**src/hdl/ows_pkg.sv**
```systemverilog
// ----------------------------------------------------------------------------
// ows_pkg
// Shared types, codes and sizes for the ROM search decision block.
// ----------------------------------------------------------------------------
package ows_pkg;

    // ROM code length and derived widths
    localparam int ROM_BITS     = 64;
    localparam int POS_W        = $clog2(ROM_BITS + 1);
    localparam int IDX_W        = $clog2(ROM_BITS);
    localparam int FAMILY_LIMIT = 9;
    localparam int FAM_W        = 4;
    localparam int CNT_W        = 8;
    localparam int LIMIT_RESET  = 8;

    // Result queue size: one request can give two results
    localparam int FIFO_DEPTH   = 4;
    localparam int FIFO_PTR_W   = $clog2(FIFO_DEPTH);
    localparam int FIFO_CNT_W   = $clog2(FIFO_DEPTH + 1);

    // Request operation codes
    localparam logic [1:0] OP_RESTART = 2'd0;
    localparam logic [1:0] OP_BEGIN   = 2'd1;
    localparam logic [1:0] OP_PAIR    = 2'd2;

    // Result status codes
    localparam logic [1:0] ST_DIR     = 2'd0;
    localparam logic [1:0] ST_FOUND   = 2'd1;
    localparam logic [1:0] ST_NONE    = 2'd2;

    typedef struct packed {
        logic [1:0] op;
        logic       presence;
        logic       id_bit;
        logic       complement_bit;
    } t_item;

    typedef struct packed {
        logic [1:0]          status;
        logic                direction_bit;
        logic [ROM_BITS-1:0] found_rom;
        logic                last_device;
        logic [FAM_W-1:0]    family_mark;
        logic [CNT_W-1:0]    found_count;
    } t_result;

    // Build one result record
    function automatic t_result mk_result(
        input logic [1:0]          status,
        input logic                dir,
        input logic [ROM_BITS-1:0] rom,
        input logic                last,
        input logic [FAM_W-1:0]    fam,
        input logic [CNT_W-1:0]    cnt
    );
        t_result r;
        r.status        = status;
        r.direction_bit = dir;
        r.found_rom     = rom;
        r.last_device   = last;
        r.family_mark   = fam;
        r.found_count   = cnt;
        return r;
    endfunction

endpackage

```
**src/hdl/ows_core.sv**
```systemverilog
// ----------------------------------------------------------------------------
// ows_core
// Search state and per-request decision logic. Updates the state on each
// processed request and hands up to two results to the result queue.
// ----------------------------------------------------------------------------
module ows_core import ows_pkg::*; (
    input  logic             i_clk,
    input  logic             i_rst_n,
    input  logic             i_fire,
    input  t_item            i_item,
    input  logic [CNT_W-1:0] i_device_limit,
    output t_result          o_res0,
    output t_result          o_res1,
    output logic [1:0]       o_push_n
);

    logic [ROM_BITS-1:0] r_rom,         n_rom;
    logic [POS_W-1:0]    r_pos,         n_pos;
    logic [POS_W-1:0]    r_last_zero,   n_last_zero;
    logic [POS_W-1:0]    r_last_branch, n_last_branch;
    logic [FAM_W-1:0]    r_family,      n_family;
    logic                r_last_seen,   n_last_seen;
    logic                r_active,      n_active;
    logic [CNT_W-1:0]    r_found,       n_found;

    logic [IDX_W-1:0]    idx;
    logic                dir;

    assign idx = IDX_W'(r_pos - POS_W'(1));

    // Decide direction, advance the walk and build results
    always_comb begin
        n_rom         = r_rom;
        n_pos         = r_pos;
        n_last_zero   = r_last_zero;
        n_last_branch = r_last_branch;
        n_family      = r_family;
        n_last_seen   = r_last_seen;
        n_active      = r_active;
        n_found       = r_found;
        dir           = 1'b0;
        o_res0        = '0;
        o_res1        = '0;
        o_push_n      = 2'd0;
        if (i_fire) begin
            unique case (i_item.op)
                OP_RESTART: begin
                    n_last_branch = '0;
                    n_family      = '0;
                    n_last_seen   = 1'b0;
                    n_found       = '0;
                    n_active      = 1'b0;
                end
                OP_BEGIN: begin
                    n_active = 1'b0;
                    if (r_found >= i_device_limit) begin
                        o_res0   = mk_result(ST_NONE, 1'b0, '0, 1'b0, r_family, r_found);
                        o_push_n = 2'd1;
                    end else if (r_last_seen || !i_item.presence) begin
                        n_last_branch = '0;
                        n_family      = '0;
                        n_last_seen   = 1'b0;
                        o_res0   = mk_result(ST_NONE, 1'b0, '0, 1'b0, '0, r_found);
                        o_push_n = 2'd1;
                    end else begin
                        n_active    = 1'b1;
                        n_pos       = POS_W'(1);
                        n_last_zero = '0;
                    end
                end
                OP_PAIR: begin
                    if (r_active) begin
                        if (i_item.id_bit && i_item.complement_bit) begin
                            // no device answered: drop the pass
                            n_active      = 1'b0;
                            n_last_branch = '0;
                            n_family      = '0;
                            n_last_seen   = 1'b0;
                            o_res0   = mk_result(ST_NONE, 1'b0, '0, 1'b0, '0, r_found);
                            o_push_n = 2'd1;
                        end else begin
                            if (i_item.id_bit != i_item.complement_bit) begin
                                dir = i_item.id_bit;
                            end else begin
                                // discrepancy: follow the stored path below the branch, take 1 on it, 0 above
                                if (r_pos < r_last_branch) begin
                                    dir = r_rom[idx];
                                end else begin
                                    dir = (r_pos == r_last_branch);
                                end
                                if (!dir) begin
                                    n_last_zero = r_pos;
                                    if (r_pos < POS_W'(FAMILY_LIMIT)) begin
                                        n_family = FAM_W'(r_pos);
                                    end
                                end
                            end
                            n_rom[idx] = dir;
                            n_pos      = r_pos + POS_W'(1);
                            o_res0     = mk_result(ST_DIR, dir, '0, 1'b0, n_family, r_found);
                            o_push_n   = 2'd1;
                            // close the pass after the last bit
                            if (r_pos == POS_W'(ROM_BITS)) begin
                                n_active      = 1'b0;
                                n_last_branch = n_last_zero;
                                if (n_last_zero == '0) begin
                                    n_last_seen = 1'b1;
                                end
                                if (n_rom[7:0] == 8'd0) begin
                                    n_last_branch = '0;
                                    n_family      = '0;
                                    n_last_seen   = 1'b0;
                                    o_res1 = mk_result(ST_NONE, 1'b0, '0, 1'b0, '0, r_found);
                                end else begin
                                    if (r_found != {CNT_W{1'b1}}) begin
                                        n_found = r_found + CNT_W'(1);
                                    end
                                    o_res1 = mk_result(ST_FOUND, 1'b0, n_rom, n_last_seen,
                                                       n_family, n_found);
                                end
                                o_push_n = 2'd2;
                            end
                        end
                    end
                end
                default: begin
                end
            endcase
        end
    end

    // Hold the search state
    always_ff @(posedge i_clk) begin
        if (!i_rst_n) begin
            r_rom         <= '0;
            r_pos         <= POS_W'(1);
            r_last_zero   <= '0;
            r_last_branch <= '0;
            r_family      <= '0;
            r_last_seen   <= 1'b0;
            r_active      <= 1'b0;
            r_found       <= '0;
        end else begin
            r_rom         <= n_rom;
            r_pos         <= n_pos;
            r_last_zero   <= n_last_zero;
            r_last_branch <= n_last_branch;
            r_family      <= n_family;
            r_last_seen   <= n_last_seen;
            r_active      <= n_active;
            r_found       <= n_found;
        end
    end

    // An active pass always points at a real ROM bit
    a_pos_range: assert property (@(posedge i_clk) disable iff (!i_rst_n)
        r_active |-> (r_pos >= POS_W'(1) && r_pos <= POS_W'(ROM_BITS)))
        else $error("bit position out of range during pass");

    // Family mark stays within the family byte
    a_family_range: assert property (@(posedge i_clk) disable iff (!i_rst_n)
        r_family < FAM_W'(FAMILY_LIMIT))
        else $error("family mark beyond family byte");

    // Two results only at the close of a pass
    a_two_at_end: assert property (@(posedge i_clk) disable iff (!i_rst_n)
        (o_push_n == 2'd2) |=> !r_active)
        else $error("pass still active after closing results");

endmodule

```
**src/hdl/ows_result_fifo.sv**
```systemverilog
// ----------------------------------------------------------------------------
// ows_result_fifo
// Small result queue. Takes up to two results per cycle and presents the
// oldest one on the output channel until it is taken.
// ----------------------------------------------------------------------------
module ows_result_fifo import ows_pkg::*; (
    input  logic                  i_clk,
    input  logic                  i_rst_n,
    input  t_result               i_res0,
    input  t_result               i_res1,
    input  logic [1:0]            i_push_n,
    input  logic                  i_pop,
    output t_result               o_head,
    output logic                  o_valid,
    output logic [FIFO_CNT_W-1:0] o_count
);

    t_result                r_mem [FIFO_DEPTH];
    logic [FIFO_PTR_W-1:0]  r_wr_ptr, n_wr_ptr;
    logic [FIFO_PTR_W-1:0]  r_rd_ptr, n_rd_ptr;
    logic [FIFO_CNT_W-1:0]  r_count,  n_count;
    logic [FIFO_PTR_W-1:0]  wr_ptr1;
    logic                   pop_ok;

    assign wr_ptr1 = r_wr_ptr + FIFO_PTR_W'(1);
    assign pop_ok  = i_pop && (r_count != '0);
    assign o_head  = r_mem[r_rd_ptr];
    assign o_valid = (r_count != '0);
    assign o_count = r_count;

    // Advance pointers and occupancy
    always_comb begin
        n_wr_ptr = r_wr_ptr + FIFO_PTR_W'(i_push_n);
        n_rd_ptr = pop_ok ? r_rd_ptr + FIFO_PTR_W'(1) : r_rd_ptr;
        n_count  = r_count + FIFO_CNT_W'(i_push_n) - FIFO_CNT_W'(pop_ok);
    end

    always_ff @(posedge i_clk) begin
        if (!i_rst_n) begin
            r_wr_ptr <= '0;
            r_rd_ptr <= '0;
            r_count  <= '0;
        end else begin
            r_wr_ptr <= n_wr_ptr;
            r_rd_ptr <= n_rd_ptr;
            r_count  <= n_count;
        end
    end

    // Store incoming results
    always_ff @(posedge i_clk) begin
        if (i_push_n != 2'd0) begin
            r_mem[r_wr_ptr] <= i_res0;
        end
        if (i_push_n == 2'd2) begin
            r_mem[wr_ptr1] <= i_res1;
        end
    end

    // Never overfill
    a_no_overflow: assert property (@(posedge i_clk) disable iff (!i_rst_n)
        (i_push_n != 2'd0) |->
            ({1'b0, r_count} + {{FIFO_CNT_W-1{1'b0}}, i_push_n}) <= (FIFO_CNT_W+1)'(FIFO_DEPTH))
        else $error("result queue overflow");

    // Occupancy bounded by depth
    a_count_range: assert property (@(posedge i_clk) disable iff (!i_rst_n)
        r_count <= FIFO_CNT_W'(FIFO_DEPTH))
        else $error("result queue count out of range");

endmodule

```
**src/hdl/onewire_rom_search.sv**
```systemverilog
// ----------------------------------------------------------------------------
// onewire_rom_search
// Decision logic of the 1-Wire search ROM tree walk: restart, pass start and
// bit-pair requests in, direction / found / not-found results out.
//
//   channel  dir  handshake                    payload
//   in       in   i_in_valid / o_in_stall      i_op i_presence i_id_bit
//                                              i_complement_bit
//   out      out  o_out_valid / i_out_stall    o_status o_direction_bit
//                                              o_found_rom o_last_device
//                                              o_family_mark o_found_count
//   cfg      in   i_cfg_valid / o_cfg_ready    i_cfg_data (device limit)
//
// One request per cycle while the input does not stall: a request enters
// the input register, is decided from there and its results land in a
// four-entry result queue; results reach the output from the queue head.
// The last bit pair of a pass gives two results; the queue absorbs them.
// Input stalls only when the queue has fewer than two free slots.
// Reset is synchronous, active low; the device limit resets to 8.
// ----------------------------------------------------------------------------
module onewire_rom_search import ows_pkg::*; (
    input  logic                i_clk,
    input  logic                i_rst_n,
    input  logic                i_in_valid,
    output logic                o_in_stall,
    input  logic [1:0]          i_op,
    input  logic                i_presence,
    input  logic                i_id_bit,
    input  logic                i_complement_bit,
    output logic                o_out_valid,
    input  logic                i_out_stall,
    output logic [1:0]          o_status,
    output logic                o_direction_bit,
    output logic [ROM_BITS-1:0] o_found_rom,
    output logic                o_last_device,
    output logic [FAM_W-1:0]    o_family_mark,
    output logic [CNT_W-1:0]    o_found_count,
    input  logic                i_cfg_valid,
    output logic                o_cfg_ready,
    input  logic [CNT_W-1:0]    i_cfg_data
);

    logic                  r_in_valid;
    t_item                 r_item;
    logic [CNT_W-1:0]      r_device_limit;
    logic                  in_accept;
    logic                  fire;
    t_result               res0;
    t_result               res1;
    logic [1:0]            push_n;
    t_result               head;
    logic [FIFO_CNT_W-1:0] q_count;

    // Decide a held request when the queue can take two results
    assign fire        = r_in_valid && (q_count <= FIFO_CNT_W'(FIFO_DEPTH - 2));
    assign o_in_stall  = r_in_valid && !fire;
    assign in_accept   = i_in_valid && !o_in_stall;
    assign o_cfg_ready = 1'b1;

    // Input register
    always_ff @(posedge i_clk) begin
        if (!i_rst_n) begin
            r_in_valid <= 1'b0;
        end else begin
            r_in_valid <= in_accept || (r_in_valid && !fire);
        end
    end

    always_ff @(posedge i_clk) begin
        if (in_accept) begin
            r_item.op             <= i_op;
            r_item.presence       <= i_presence;
            r_item.id_bit         <= i_id_bit;
            r_item.complement_bit <= i_complement_bit;
        end
    end

    // Device limit register
    always_ff @(posedge i_clk) begin
        if (!i_rst_n) begin
            r_device_limit <= CNT_W'(LIMIT_RESET);
        end else if (i_cfg_valid && o_cfg_ready) begin
            r_device_limit <= i_cfg_data;
        end
    end

    ows_core u_core (
        .i_clk          (i_clk),
        .i_rst_n        (i_rst_n),
        .i_fire         (fire),
        .i_item         (r_item),
        .i_device_limit (r_device_limit),
        .o_res0         (res0),
        .o_res1         (res1),
        .o_push_n       (push_n)
    );

    ows_result_fifo u_fifo (
        .i_clk    (i_clk),
        .i_rst_n  (i_rst_n),
        .i_res0   (res0),
        .i_res1   (res1),
        .i_push_n (push_n),
        .i_pop    (!i_out_stall),
        .o_head   (head),
        .o_valid  (o_out_valid),
        .o_count  (q_count)
    );

    // Drive the result payload from the queue head
    assign o_status        = head.status;
    assign o_direction_bit = head.direction_bit;
    assign o_found_rom     = head.found_rom;
    assign o_last_device   = head.last_device;
    assign o_family_mark   = head.family_mark;
    assign o_found_count   = head.found_count;

endmodule

```
**config.mk**
```make
export PLATFORM = sky130hd
export DESIGN_NAME = onewire_rom_search
export DESIGN_NICKNAME = d
export VERILOG_FILES = /design/src/hdl/ows_pkg.sv /design/src/hdl/ows_core.sv /design/src/hdl/ows_result_fifo.sv /design/src/hdl/onewire_rom_search.sv
export SDC_FILE = /design/constraint.sdc
export NUM_CORES = 1
export LEC_CHECK = 0
export BUFFER_PORTS_ARGS = -buffer_cell sky130_fd_sc_hd__buf_2
export CORE_MARGIN = 4
export CORE_UTILIZATION = 60
export DETAILED_ROUTE_END_ITERATION = 10
export PLACE_DENSITY_LB_ADDON = 0.3
export SKIP_LAST_GASP = 1
export SYNTH_ARGS = -nofsm -noshare
export SYNTH_HDL_FRONTEND = slang
export SYNTH_SLANG_ARGS = --single-unit
```
**constraint.sdc**
```tcl
create_clock -name i_clk -period 26.9 [get_ports i_clk]
set_input_delay 5.38 -clock i_clk [delete_from_list [all_inputs] [get_ports i_clk]]
set_output_delay 5.38 -clock i_clk [all_outputs]
set_load 0.005 [all_outputs]
```
==> results.sh, run 1 <==
export IMPL_cts_setup_buffers=0
export IMPL_timing_slew_headroom_pct=26.0
export IMPL_nNetsFinal=1938
export IMPL_critical_path_reg2reg_startpoint="u_core.r_pos[0]$_SDFFE_PN1P_"
export IMPL_timing_final_max_slew_violations=0
export IMPL_cts_reportedPaths_clkPinSlew_ns=0.06
export IMPL_detail_route_iter0_violations=1256
export IMPL_cts_htree_levels=2
export IMPL_standard_cell_area_after_detailed_placement_mm2=0.0221
export IMPL_synth_top_cells_by_area="edfxtp_1, dfxtp_1, mux4_2"
export IMPL_grt_pass1_vias=14900
export IMPL_critPathRequiredTime_ns=21.52
export IMPL_worstSetupPathType="flip-flop to output port"
export IMPL_cts_buffers_inserted=45
export IMPL_rrSetupSlack_ns=19.87
export IMPL_drive_above_1_share_pct=16.5
export IMPL_outcome="finished, final reports clean"
export IMPL_most_common_layout_cells="nor2_1, edfxtp_1, nand2_1"
export IMPL_effective_utilization_at_floorplan_pct=61.3
export IMPL_final_antenna_net_count=0
export IMPL_fin_setup_tns_ns=0
export IMPL_fp_dieArea_mm2=0.0386
export IMPL_antennaDiodeCount=0
export IMPL_period_share_pct=31.3
export IMPL_hold_end="u_core.r_last_branch[3]$_SDFFE_PN0P_"
export IMPL_p_int_w=0.00122
export IMPL_rr_endpoint="u_fifo.r_mem[0][9]$_DFFE_PP_"
export IMPL_wl_met2_um=26600
export IMPL_worstSetupStartpointType="flip-flop"
export IMPL_number_of_cells_after_detailed_placement=2298
export IMPL_drt_drc_violations_left=0
export IMPL_cts_tree="built"
export IMPL_synth_ff_latch_count=442
export IMPL_comb_power_share_pct=11.7
export IMPL_yosys_area_top_type_share_pct=45.2
export IMPL_clock_sinks=442
export IMPL_boundaryPins=101
export IMPL_totalWireLength_um=53000
export IMPL_cts_root_buf="clkbuf_16"
export IMPL_area_delta_synth_final_pct=11.0
export IMPL_number_of_detailed_route_iterations_in_the_first_pass=5
export IMPL_max_clock_freq_ghz=0.119
export IMPL_postSynth_asyncResetShare_pct=0
export IMPL_timing_final_setup_violations=0
export IMPL_grt_util_all_layers_pct=27.2
export IMPL_core_area_mm2=0.0348
export IMPL_dieWidth_um=197
export IMPL_hold_worst_slack_ns=0.453
export IMPL_synthesized_area_divided_by_synthesized_cell_count_um2=11.5
export IMPL_type_of_the_worst_min_delay_path="flip-flop to flip-flop"
export IMPL_most_common_flop_cell_mapped_by_yosys="edfxtp_1"
export IMPL_clkLatencyLatePin_ns=0.56
export IMPL_vdd_ir_drop_max_mv=0.0487
export IMPL_syn_num_nets=1900
export IMPL_final_common_cell="nor2_1"
export IMPL_fin_crit_ns=8.42
export IMPL_cts_repair_resized=0
export IMPL_p_clk_share_pct=41.1
export IMPL_synth_seq_area_share_pct=56.5
export IMPL_wl_met1_um=21300
export IMPL_combined_area_of_all_synthesized_cells_mm2=0.0213
export IMPL_rsz0062_at_grt="no"
export IMPL_placement_io_buffers=99
export IMPL_globalplace_congestion=0.915
export IMPL_static_leakage_power_nw=7.78
export IMPL_netlist_top_cell_by_area="edfxtp_1"
export IMPL_avgViaCountPerCell=6.32
export IMPL_synth_edf_count=321
export IMPL_synthesis_yosys_warnings=0
export IMPL_final_instance_area_mm2=0.0237
export IMPL_place_hpwl_um=33900
export IMPL_hold_path_cell_count=2
export IMPL_clockBufferDepth=3
export IMPL_timing_hold_violations_final=0
export IMPL_crit_arrival_ns=3.04
export IMPL_wl_met3_um=3500
export IMPL_cp_max_fo=42
export IMPL_power_density_cell_area_mw_per_mm2=67.6
export IMPL_global_route_overflow_total=0
export IMPL_power_share_sequential_pct=47.2
export IMPL_total_power_w=0.00160
export IMPL_power_switching_w=0.000380
export IMPL_top_layer_used="met4"
export IMPL_via_count=15100
export IMPL_chipHeight_um=197
export IMPL_cts_hold_buf=0
export IMPL_power_switching_fraction_pct=23.7
export IMPL_grt_start_max_net_pins=97
export IMPL_wl_per_cell_um=22.2
export IMPL_worst_r2r_cell_count=16
export IMPL_syn_inst=1852
export IMPL_hold_path_startpoint="u_core.r_last_branch[3]$_SDFFE_PN0P_"
export IMPL_antenna_found_initial=0
export IMPL_first_pass_grt_wire_length_um=83500
export IMPL_placement_rows=68
export IMPL_timing_max_cap_violations=0
export IMPL_tightestPinTransition_ns=1.10
export IMPL_end_kind="output port"
export IMPL_yosysUniqueCellTypes=75
export IMPL_layoutNonFillerInstCount=2382
export IMPL_final_setup_skew_ns=0.0234
-- metrics by stage --
stage | utilization, % | setup slack (ns)
floorplan | - | 18.34
global placement | 63.5 | 18.97
detailed placement | 63.5 | 18.95
CTS | 68.0 | 18.36
global route | 68.0 | 18.18
finish | 68.0 | 18.48
-- sequential cells by signal, summed over array words and instances, names as in the netlist, named ones only --
signal	flops
u_core.r_last_branch	7
u_fifo.o_count	3
u_core.r_family	4
u_core.r_pos	7
u_fifo.r_wr_ptr	2
u_fifo.r_rd_ptr	2
u_core.r_rom	64
r_device_limit	8
r_item	5
r_in_valid	1
u_core.r_active	1
u_core.r_last_seen	1
u_fifo.r_mem	320
u_core.r_last_zero	7
u_core.r_found	8
-- cell families (layout without fill, tap and decap cells) --
| kind of cell | Yosys count | after routing | share of synthesized area (%) |
|---|---|---|---|
| AO/OA/AOI/OAI | 297 | 297 | 9.22 |
| XOR/XNOR | 14 | 14 | 0.645 |
| adder cells (fa/ha/maj) | 30 | 30 | 1.80 |
| buffers and inverters | 170 | 245 | 3.24 |
| flip-flops | 442 | 442 | 56.5 |
| multiplexers | 172 | 172 | 13.4 |
| other | 1 | 1 | 0.0176 |
| AND/OR/NAND/NOR | 726 | 726 | 15.1 |
-- critical path: stages (launching register included) --
cell and delay (ns):
dfxtp_4 0.96, buf_4 0.73, mux4_2 0.60, buf_2 0.14
-- synth_stat cells, types with 13 or more instances --
cell type	number
dfxtp_1	121
a21oi_1	61
nor3b_1	17
inv_1	41
nand2_1	150
o21bai_1	18
o22ai_1	27
nor3_1	20
edfxtp_1	321
mux4_2	90
a21o_1	21
o311a_1	16
nor2_1	374
nand2b_1	13
nor2b_1	18
and2_1	47
mux2i_1	76
o21ai_0	78
buf_1	23
buf_2	25
nand3_1	28
clkbuf_1	76
ha_1	29
-- metal layers --
layer,vias up,global-route usage (%)
met5,-,0
met4,0,9.13
met3,120,3.50
met2,683,45.9
met1,7406,37.2
li1,6843,-
-- power groups by stage --
stage          Clock (W)  Combinational, W  Sequential [W]
2_1_floorplan          0          0.000150        0.000748
3_3_place_gp           0          0.000185        0.000770
3_5_place_dp           0          0.000189        0.000770
4_1_cts         0.000665          0.000190        0.000756
5_1_grt         0.000695          0.000204        0.000759
6_report        0.000658          0.000188        0.000755
-- how the worst max path moves through the flow --
stage | from | to | cells after the start
floorplan | u_core.r_found[0]$_SDFFE_PN0P_ | u_fifo.r_mem[2][2]$_DFFE_PP_ | 12
global placement | flip-flop | o_found_rom[10] | 3
detailed placement | flip-flop | o_found_rom[10] | 3
CTS | flip-flop | o_found_rom[10] | 3
global route | flip-flop | o_found_rom[57] | 3
finish | flip-flop | o_found_rom[42] | 3
-- cell type report --
type / count / area, um2
Multi-Input combinational cell: 1240 / 8640
Timing Repair Buffer: 120 / 653
Inverter: 41 / 154
Sequential cell: 442 / 12100
Fill cell: 2510 / 11100
Clock inverter: 21 / 243
Clock buffer: 63 / 1340
Tap cell: 455 / 569
Power figures use the tool's default switching activity.
==> run 2, diff against run 1 <==
CORE_UTILIZATION = 56   (was 60)
clock period = 7.3 ns   (was 26.9 ns; I/O delays follow)
==> run 2 against run 1 <==
Clock-buffer cell count is 5 lower. Global-route usage is 2.0 points lower. Sequential share of layout area is 0.12 points lower. Power grew to 3.7 times the previous value. Sequential power grew to 3.6 times the previous value. Sequential cell count stayed put. Combinational power grew to 4.0 times the previous value. Core utilization is 4.9 points lower. Register-to-register slack worse by 18 ns. Die area is 6.8% higher. First-iteration DRC count is 21% higher. Critical path depth is 13 higher. Critical endpoint is now u_fifo.r_mem[3][4]$_DFFE_PP_.
==> results.sh, run 2 (synthesis results as in run 1) <==
export IMPL_placement_rows=71
export IMPL_power_density_cell_area_mw_per_mm2=248
export IMPL_final_setup_skew_ns=0.0181
export IMPL_largestRegisters="u_fifo.r_mem x320, u_core.r_rom x64"
export IMPL_cts_reportedPaths_clkPinSlew_ns=0.06
export IMPL_first_pass_grt_wire_length_um=82600
export IMPL_via_count=14900
export IMPL_hold_end="u_core.r_last_branch[5]$_SDFFE_PN0P_"
export IMPL_final_fill_count=2892
export IMPL_fp_dieArea_mm2=0.0413
export IMPL_clockBufferDepth=3
export IMPL_cts_buffers_inserted=45
export IMPL_global_route_overflow_total=0
export IMPL_end_kind="flip-flop"
export IMPL_timing_final_setup_violations=0
export IMPL_effective_utilization_at_floorplan_pct=56.8
export IMPL_cp_max_fo=66
export IMPL_timing_hold_violations_final=0
export IMPL_dieWidth_um=203
export IMPL_outcome="finished, final reports clean"
export IMPL_area_delta_synth_final_pct=11.2
export IMPL_most_common_layout_cells="nor2_1, edfxtp_1, nand2_1"
export IMPL_number_of_detailed_route_iterations_in_the_first_pass=6
export IMPL_cts_setup_buffers=0
export IMPL_tightestPinTransition_ns=1.35
export IMPL_cts_hold_buf=0
export IMPL_final_common_cell="nor2_1"
export IMPL_total_power_w=0.00588
export IMPL_timing_max_cap_violations=0
export IMPL_cts_repair_resized=0
export IMPL_worstSetupPathType="flip-flop to flip-flop"
export IMPL_rrSetupSlack_ns=1.81
export IMPL_antenna_found_initial=0
export IMPL_wl_per_cell_um=21.4
export IMPL_largest_register_ffs=320
export IMPL_critical_path_reg2reg_startpoint="u_core.r_pos[1]$_SDFFE_PN0P_"
export IMPL_clkLatencyLatePin_ns=0.57
export IMPL_place_hpwl_um=32700
export IMPL_placement_io_buffers=99
export IMPL_core_area_mm2=0.0376
export IMPL_drive_above_1_share_pct=16.3
export IMPL_vdd_ir_drop_max_mv=0.180
export IMPL_hold_path_startpoint="u_core.r_last_branch[5]$_SDFFE_PN0P_"
export IMPL_avgViaCountPerCell=6.13
export IMPL_hold_path_cell_count=2
export IMPL_detail_route_iter0_violations=1519
export IMPL_nNetsFinal=1942
export IMPL_antennaDiodeCount=0
export IMPL_max_clock_freq_ghz=0.182
export IMPL_final_antenna_net_count=0
export IMPL_boundaryPins=101
export IMPL_timing_final_max_slew_violations=0
export IMPL_rsz0062_at_grt="no"
export IMPL_clock_sinks=442
export IMPL_type_of_the_worst_min_delay_path="flip-flop to flip-flop"
export IMPL_grt_pass1_vias=14800
export IMPL_worst_r2r_cell_count=16
export IMPL_static_leakage_power_nw=7.78
export IMPL_fin_crit_ns=5.49
export IMPL_rr_endpoint="u_fifo.r_mem[3][4]$_DFFE_PP_"
export IMPL_top_register="u_fifo.r_mem"
export IMPL_cts_tree="built"
export IMPL_period_share_pct=75.2
export IMPL_cts_root_buf="clkbuf_16"
export IMPL_drt_drc_violations_left=0
export IMPL_cts_htree_levels=2
export IMPL_crit_arrival_ns=5.82
export IMPL_grt_start_max_net_pins=91
export IMPL_fin_setup_tns_ns=0
export IMPL_critPathRequiredTime_ns=7.63
export IMPL_timing_slew_headroom_pct=9.30
export IMPL_grt_util_all_layers_pct=25.3
export IMPL_totalWireLength_um=52100
export IMPL_chipHeight_um=203
export IMPL_globalplace_congestion=0.913
export IMPL_worstSetupStartpointType="flip-flop"
-- run 2: cell count changes in the layout (fill, tap and decap cells not counted), moves of 3 or more --
cell and change:
clkbuf_1 -3, buf_4 +3, clkinvlp_4 -3, clkinv_1 +6, clkbuf_16 -4
-- run 2: worst max-delay path by stage --
stage,to,from,slack [ns]
5_1_grt,u_fifo.r_mem[0][11]$_DFFE_PP_,u_core.r_pos[1]$_SDFFE_PN0P_,1.39
4_1_cts,u_fifo.r_mem[3][4]$_DFFE_PP_,u_core.r_pos[1]$_SDFFE_PN0P_,1.78
6_report,u_fifo.r_mem[3][4]$_DFFE_PP_,u_core.r_pos[1]$_SDFFE_PN0P_,1.81
3_5_place_dp,u_fifo.r_mem[3][4]$_DFFE_PP_,u_core.r_pos[1]$_SDFFE_PN0P_,1.79
2_1_floorplan,u_fifo.r_mem[2][2]$_DFFE_PP_,u_core.r_found[0]$_SDFFE_PN0P_,0.96
3_3_place_gp,u_fifo.r_mem[3][4]$_DFFE_PP_,u_core.r_pos[1]$_SDFFE_PN0P_,1.95
-- run 2: report_power, final --
part / internal [W] / switching, W
logic: 0.000345 / 0.000408
registers: 0.00269 / 0.0000388
clock network: 0.00145 / 0.000940
-- run 2: through the flow --
stage	std cells	setup WS, ns	area, um2	utilization [%]	hold slack [ns]
floorplan	1852	0.959	21300	-	0.425
global placement	2358	1.95	22200	59.1	0.437
detailed placement	2358	1.79	22200	59.1	0.448
CTS	2439	1.78	23700	63.1	0.463
global route	2439	1.39	23700	63.1	0.493
finish	2439	1.81	23700	63.1	0.456
-- run 2: area by class of cell --
| type | instances | area, um2 | share of cell area [%] |
|---|---|---|---|
| inverter | 41 | 154 | 0.649 |
| clock buffer | 58 | 1250 | 5.29 |
| multi-input combinational | 1240 | 8630 | 36.4 |
| sequential | 442 | 12100 | 50.9 |
| tap | 511 | 639 | 2.69 |
| timing repair buffer | 124 | 696 | 2.93 |
| clock inverter | 23 | 280 | 1.18 |
-- run 2: critical path, stage by stage (launching register included) --
cell,delay [ns]
dfxtp_1,0.58
inv_1,0.19
ha_1,1.05
mux2_2,0.42
o221ai_1,0.16
o21a_1,0.16
o31ai_1,0.07
o211ai_1,0.33
o31ai_4,0.11
buf_4,0.28
nor4_1,0.39
o221ai_2,0.15
buf_4,0.24
nand3_2,0.11
buf_4,0.65
o21bai_1,0.11
a21o_1,0.20
-- run 2: layer usage --
layer / vias up / routed length [um] / GRT usage, %
met4: 0 / 1350 / 7.44
met2: 589 / 26300 / 42.9
met5: - / 0 / 0
met3: 88 / 3770 / 4.33
met1: 7407 / 20700 / 33.9
li1: 6859 / - / -
==> run 3, diff against run 2 <==
CORE_UTILIZATION = 60   (was 56)
clock period = 5.55 ns   (was 7.3 ns; I/O delays follow)
==> run 3 against run 2 <==
First-iteration DRC count increased by 5.4%. Clock skew grew 0.00093 ns. Critical path depth fell by 2. Fmax increased by 7.3%. Non-clock buffer count up 9. Routed wire length up 1.4%. Final area is 0.18% lower. Via count rose by 1.5%. Critical endpoint is now u_fifo.r_mem[3][31]$_DFFE_PP_. Largest cell class unchanged. Largest power group unchanged.
==> results.sh, run 3 (synthesis results as in run 1) <==
export IMPL_grt_util_all_layers_pct=27.5
export IMPL_rsz0062_at_grt="no"
export IMPL_clockBufferDepth=3
export IMPL_crit_chain="inv_1 > ha_1 > xnor2_2 > o221ai_1 > o21a_1 > o31ai_1 > o211ai_1 > o31ai_4 > o32ai_1 > o221ai_2 > buf_4 > nand3_2 > buf_4 > nor2_1"
export IMPL_boundaryPins=101
export IMPL_number_of_cells_after_detailed_placement=2311
export IMPL_timing_slew_headroom_pct=12.5
export IMPL_place_hpwl_um=33500
export IMPL_worstSetupPathType="flip-flop to flip-flop"
export IMPL_worst_r2r_cell_count=14
export IMPL_cp_max_fo=27
export IMPL_multiInputGateArea_mm2=0.00863
export IMPL_antennaDiodeCount=0
export IMPL_timing_max_cap_violations=0
export IMPL_avgViaCountPerCell=6.33
export IMPL_crit_path_start="u_core.r_pos[1]$_SDFFE_PN0P_"
export IMPL_final_core_util_pct=68.1
export IMPL_cts_buffers_inserted=46
export IMPL_largestRegisters="u_fifo.r_mem x320, u_core.r_rom x64"
export IMPL_path_common_cell="buf_4"
export IMPL_hold_path_startpoint="u_core.r_last_branch[1]$_SDFFE_PN0P_"
export IMPL_placement_io_buffers=99
export IMPL_antenna_found_initial=0
export IMPL_final_setup_skew_ns=0.0190
export IMPL_cts_repair_resized=0
export IMPL_rrSetupSlack_ns=0.43
export IMPL_cts_setup_buffers=0
export IMPL_globalplace_congestion=0.924
export IMPL_detail_route_iter0_violations=1601
export IMPL_wl_per_cell_um=22.1
export IMPL_critPathRequiredTime_ns=5.96
export IMPL_number_of_detailed_route_iterations_in_the_first_pass=6
export IMPL_fin_crit_ns=5.12
export IMPL_grt_start_max_net_pins=75
export IMPL_final_antenna_net_count=0
export IMPL_clock_sinks=442
export IMPL_via_count=15200
export IMPL_clkLatencyLatePin_ns=0.57
export IMPL_effective_utilization_at_floorplan_pct=61.3
export IMPL_period_share_pct=92.3
export IMPL_tightestPinTransition_ns=1.30
export IMPL_max_clock_freq_ghz=0.195
export IMPL_top_register="u_fifo.r_mem"
export IMPL_global_route_overflow_total=0
export IMPL_hold_path_cell_count=2
export IMPL_hold_end="u_core.r_last_branch[1]$_SDFFE_PN0P_"
export IMPL_vdd_ir_drop_max_mv=0.377
export IMPL_max_stage_delay_ns=0.61
export IMPL_timing_final_max_slew_violations=0
export IMPL_grt_pass1_vias=15100
export IMPL_layoutNonFillerInstCount=2395
export IMPL_crit_arrival_ns=5.53
export IMPL_timing_hold_violations_final=0
export IMPL_timing_final_setup_violations=0
export IMPL_totalWireLength_um=52800
export IMPL_drt_drc_violations_left=0
export IMPL_power_density_cell_area_mw_per_mm2=322
export IMPL_fp_dieArea_mm2=0.0386
export IMPL_chipHeight_um=197
export IMPL_final_fill_count=2473
export IMPL_largest_register_ffs=320
export IMPL_drive_above_1_share_pct=16.5
export IMPL_area_delta_synth_final_pct=11.0
export IMPL_cts_tree="built"
export IMPL_cts_htree_levels=2
export IMPL_critical_path_reg2reg_startpoint="u_core.r_pos[1]$_SDFFE_PN0P_"
export IMPL_placement_rows=68
export IMPL_final_common_cell="nor2_1"
export IMPL_dieWidth_um=197
export IMPL_critical_path_slowest_cell="o31ai_4"
export IMPL_core_area_mm2=0.0348
export IMPL_type_of_the_worst_min_delay_path="flip-flop to flip-flop"
export IMPL_cts_hold_buf=0
export IMPL_static_leakage_power_nw=7.78
export IMPL_cts_reportedPaths_clkPinSlew_ns=0.06
export IMPL_fin_setup_tns_ns=0
export IMPL_worstSetupStartpointType="flip-flop"
export IMPL_most_common_layout_cells="nor2_1, edfxtp_1, nand2_1"
export IMPL_total_power_w=0.00763
export IMPL_outcome="finished, final reports clean"
export IMPL_ff_latch_area_mm2=0.0121
export IMPL_nNetsFinal=1952
export IMPL_first_pass_grt_wire_length_um=84500
export IMPL_end_kind="flip-flop"
export IMPL_rr_endpoint="u_fifo.r_mem[3][31]$_DFFE_PP_"
export IMPL_cts_root_buf="clkbuf_16"
[run 3: changes by cell type in the layout (fill, tap and decap cells not counted), moves of 2 or more]
| cell | change |
|---|---|
| clkbuf_8 | -5 |
| buf_12 | +2 |
| buf_4 | +7 |
| bufinv_16 | -4 |
| clkbuf_1 | +7 |
| clkbuf_16 | +3 |
[run 3: power breakdown]
group,switching [W],internal [W]
logic,0.000473,0.000465
registers,0.000126,0.00354
clock network,0.00126,0.00176
total,0.00186,0.00577
[run 3: cell type report]
| type | count | share of cell area (%) |
|---|---|---|
| Clock buffer | 63 | 5.44 |
| Clock inverter | 21 | 0.766 |
| Inverter | 41 | 0.650 |
| Multi-Input combinational cell | 1240 | 36.5 |
| Sequential cell | 442 | 51.0 |
| Tap cell | 455 | 2.40 |
| Timing Repair Buffer | 133 | 3.33 |
[run 3: worst max path at each step]
| stage | end | slack (ns) | cells past startpoint |
|---|---|---|---|
| finish | u_fifo.r_mem[3][31]$_DFFE_PP_ | 0.43 | 14 |
| global route | u_fifo.r_mem[3][30]$_DFFE_PP_ | 0.06 | 14 |
| CTS | u_fifo.r_mem[3][31]$_DFFE_PP_ | 0.52 | 14 |
| detailed placement | u_fifo.r_mem[3][47]$_DFFE_PP_ | 0.56 | 14 |
| global placement | u_fifo.r_mem[3][52]$_DFFE_PP_ | 0.69 | 14 |
| floorplan | u_fifo.r_mem[2][2]$_DFFE_PP_ | 0.76 | 12 |
[run 3: routing by layer]
layer | vias to the layer above | GRT usage, % | part of all wire, %
li1 | 6874 | - | -
met1 | 7511 | 37.8 | 40
met2 | 654 | 45.9 | 50
met3 | 128 | 3.93 | 6.6
met4 | 0 | 8.84 | 3.1
met5 | - | 0 | 0
[run 3: critical path: cells and delay by family, from the launching register on]
kind / cells / cell delay, ns
DFF: 1 / 0.58
xor gates and xnor gates: 1 / 0.55
and+or+nand+nor: 2 / 0.68
buffers and inverters: 3 / 0.91
AOI/OAI and AO/OA: 7 / 1.83
adders and majority gates: 1 / 0.39
[run 3: per-stage QoR]
stage	cell area [um2]	hold slack, ns	worst slack, ns
5_1_grt	23700	0.491	0.0601
2_1_floorplan	21300	0.425	0.761
4_1_cts	23700	0.462	0.520
6_report	23700	0.474	0.429
3_3_place_gp	22200	0.437	0.689
3_5_place_dp	22200	0.448	0.561
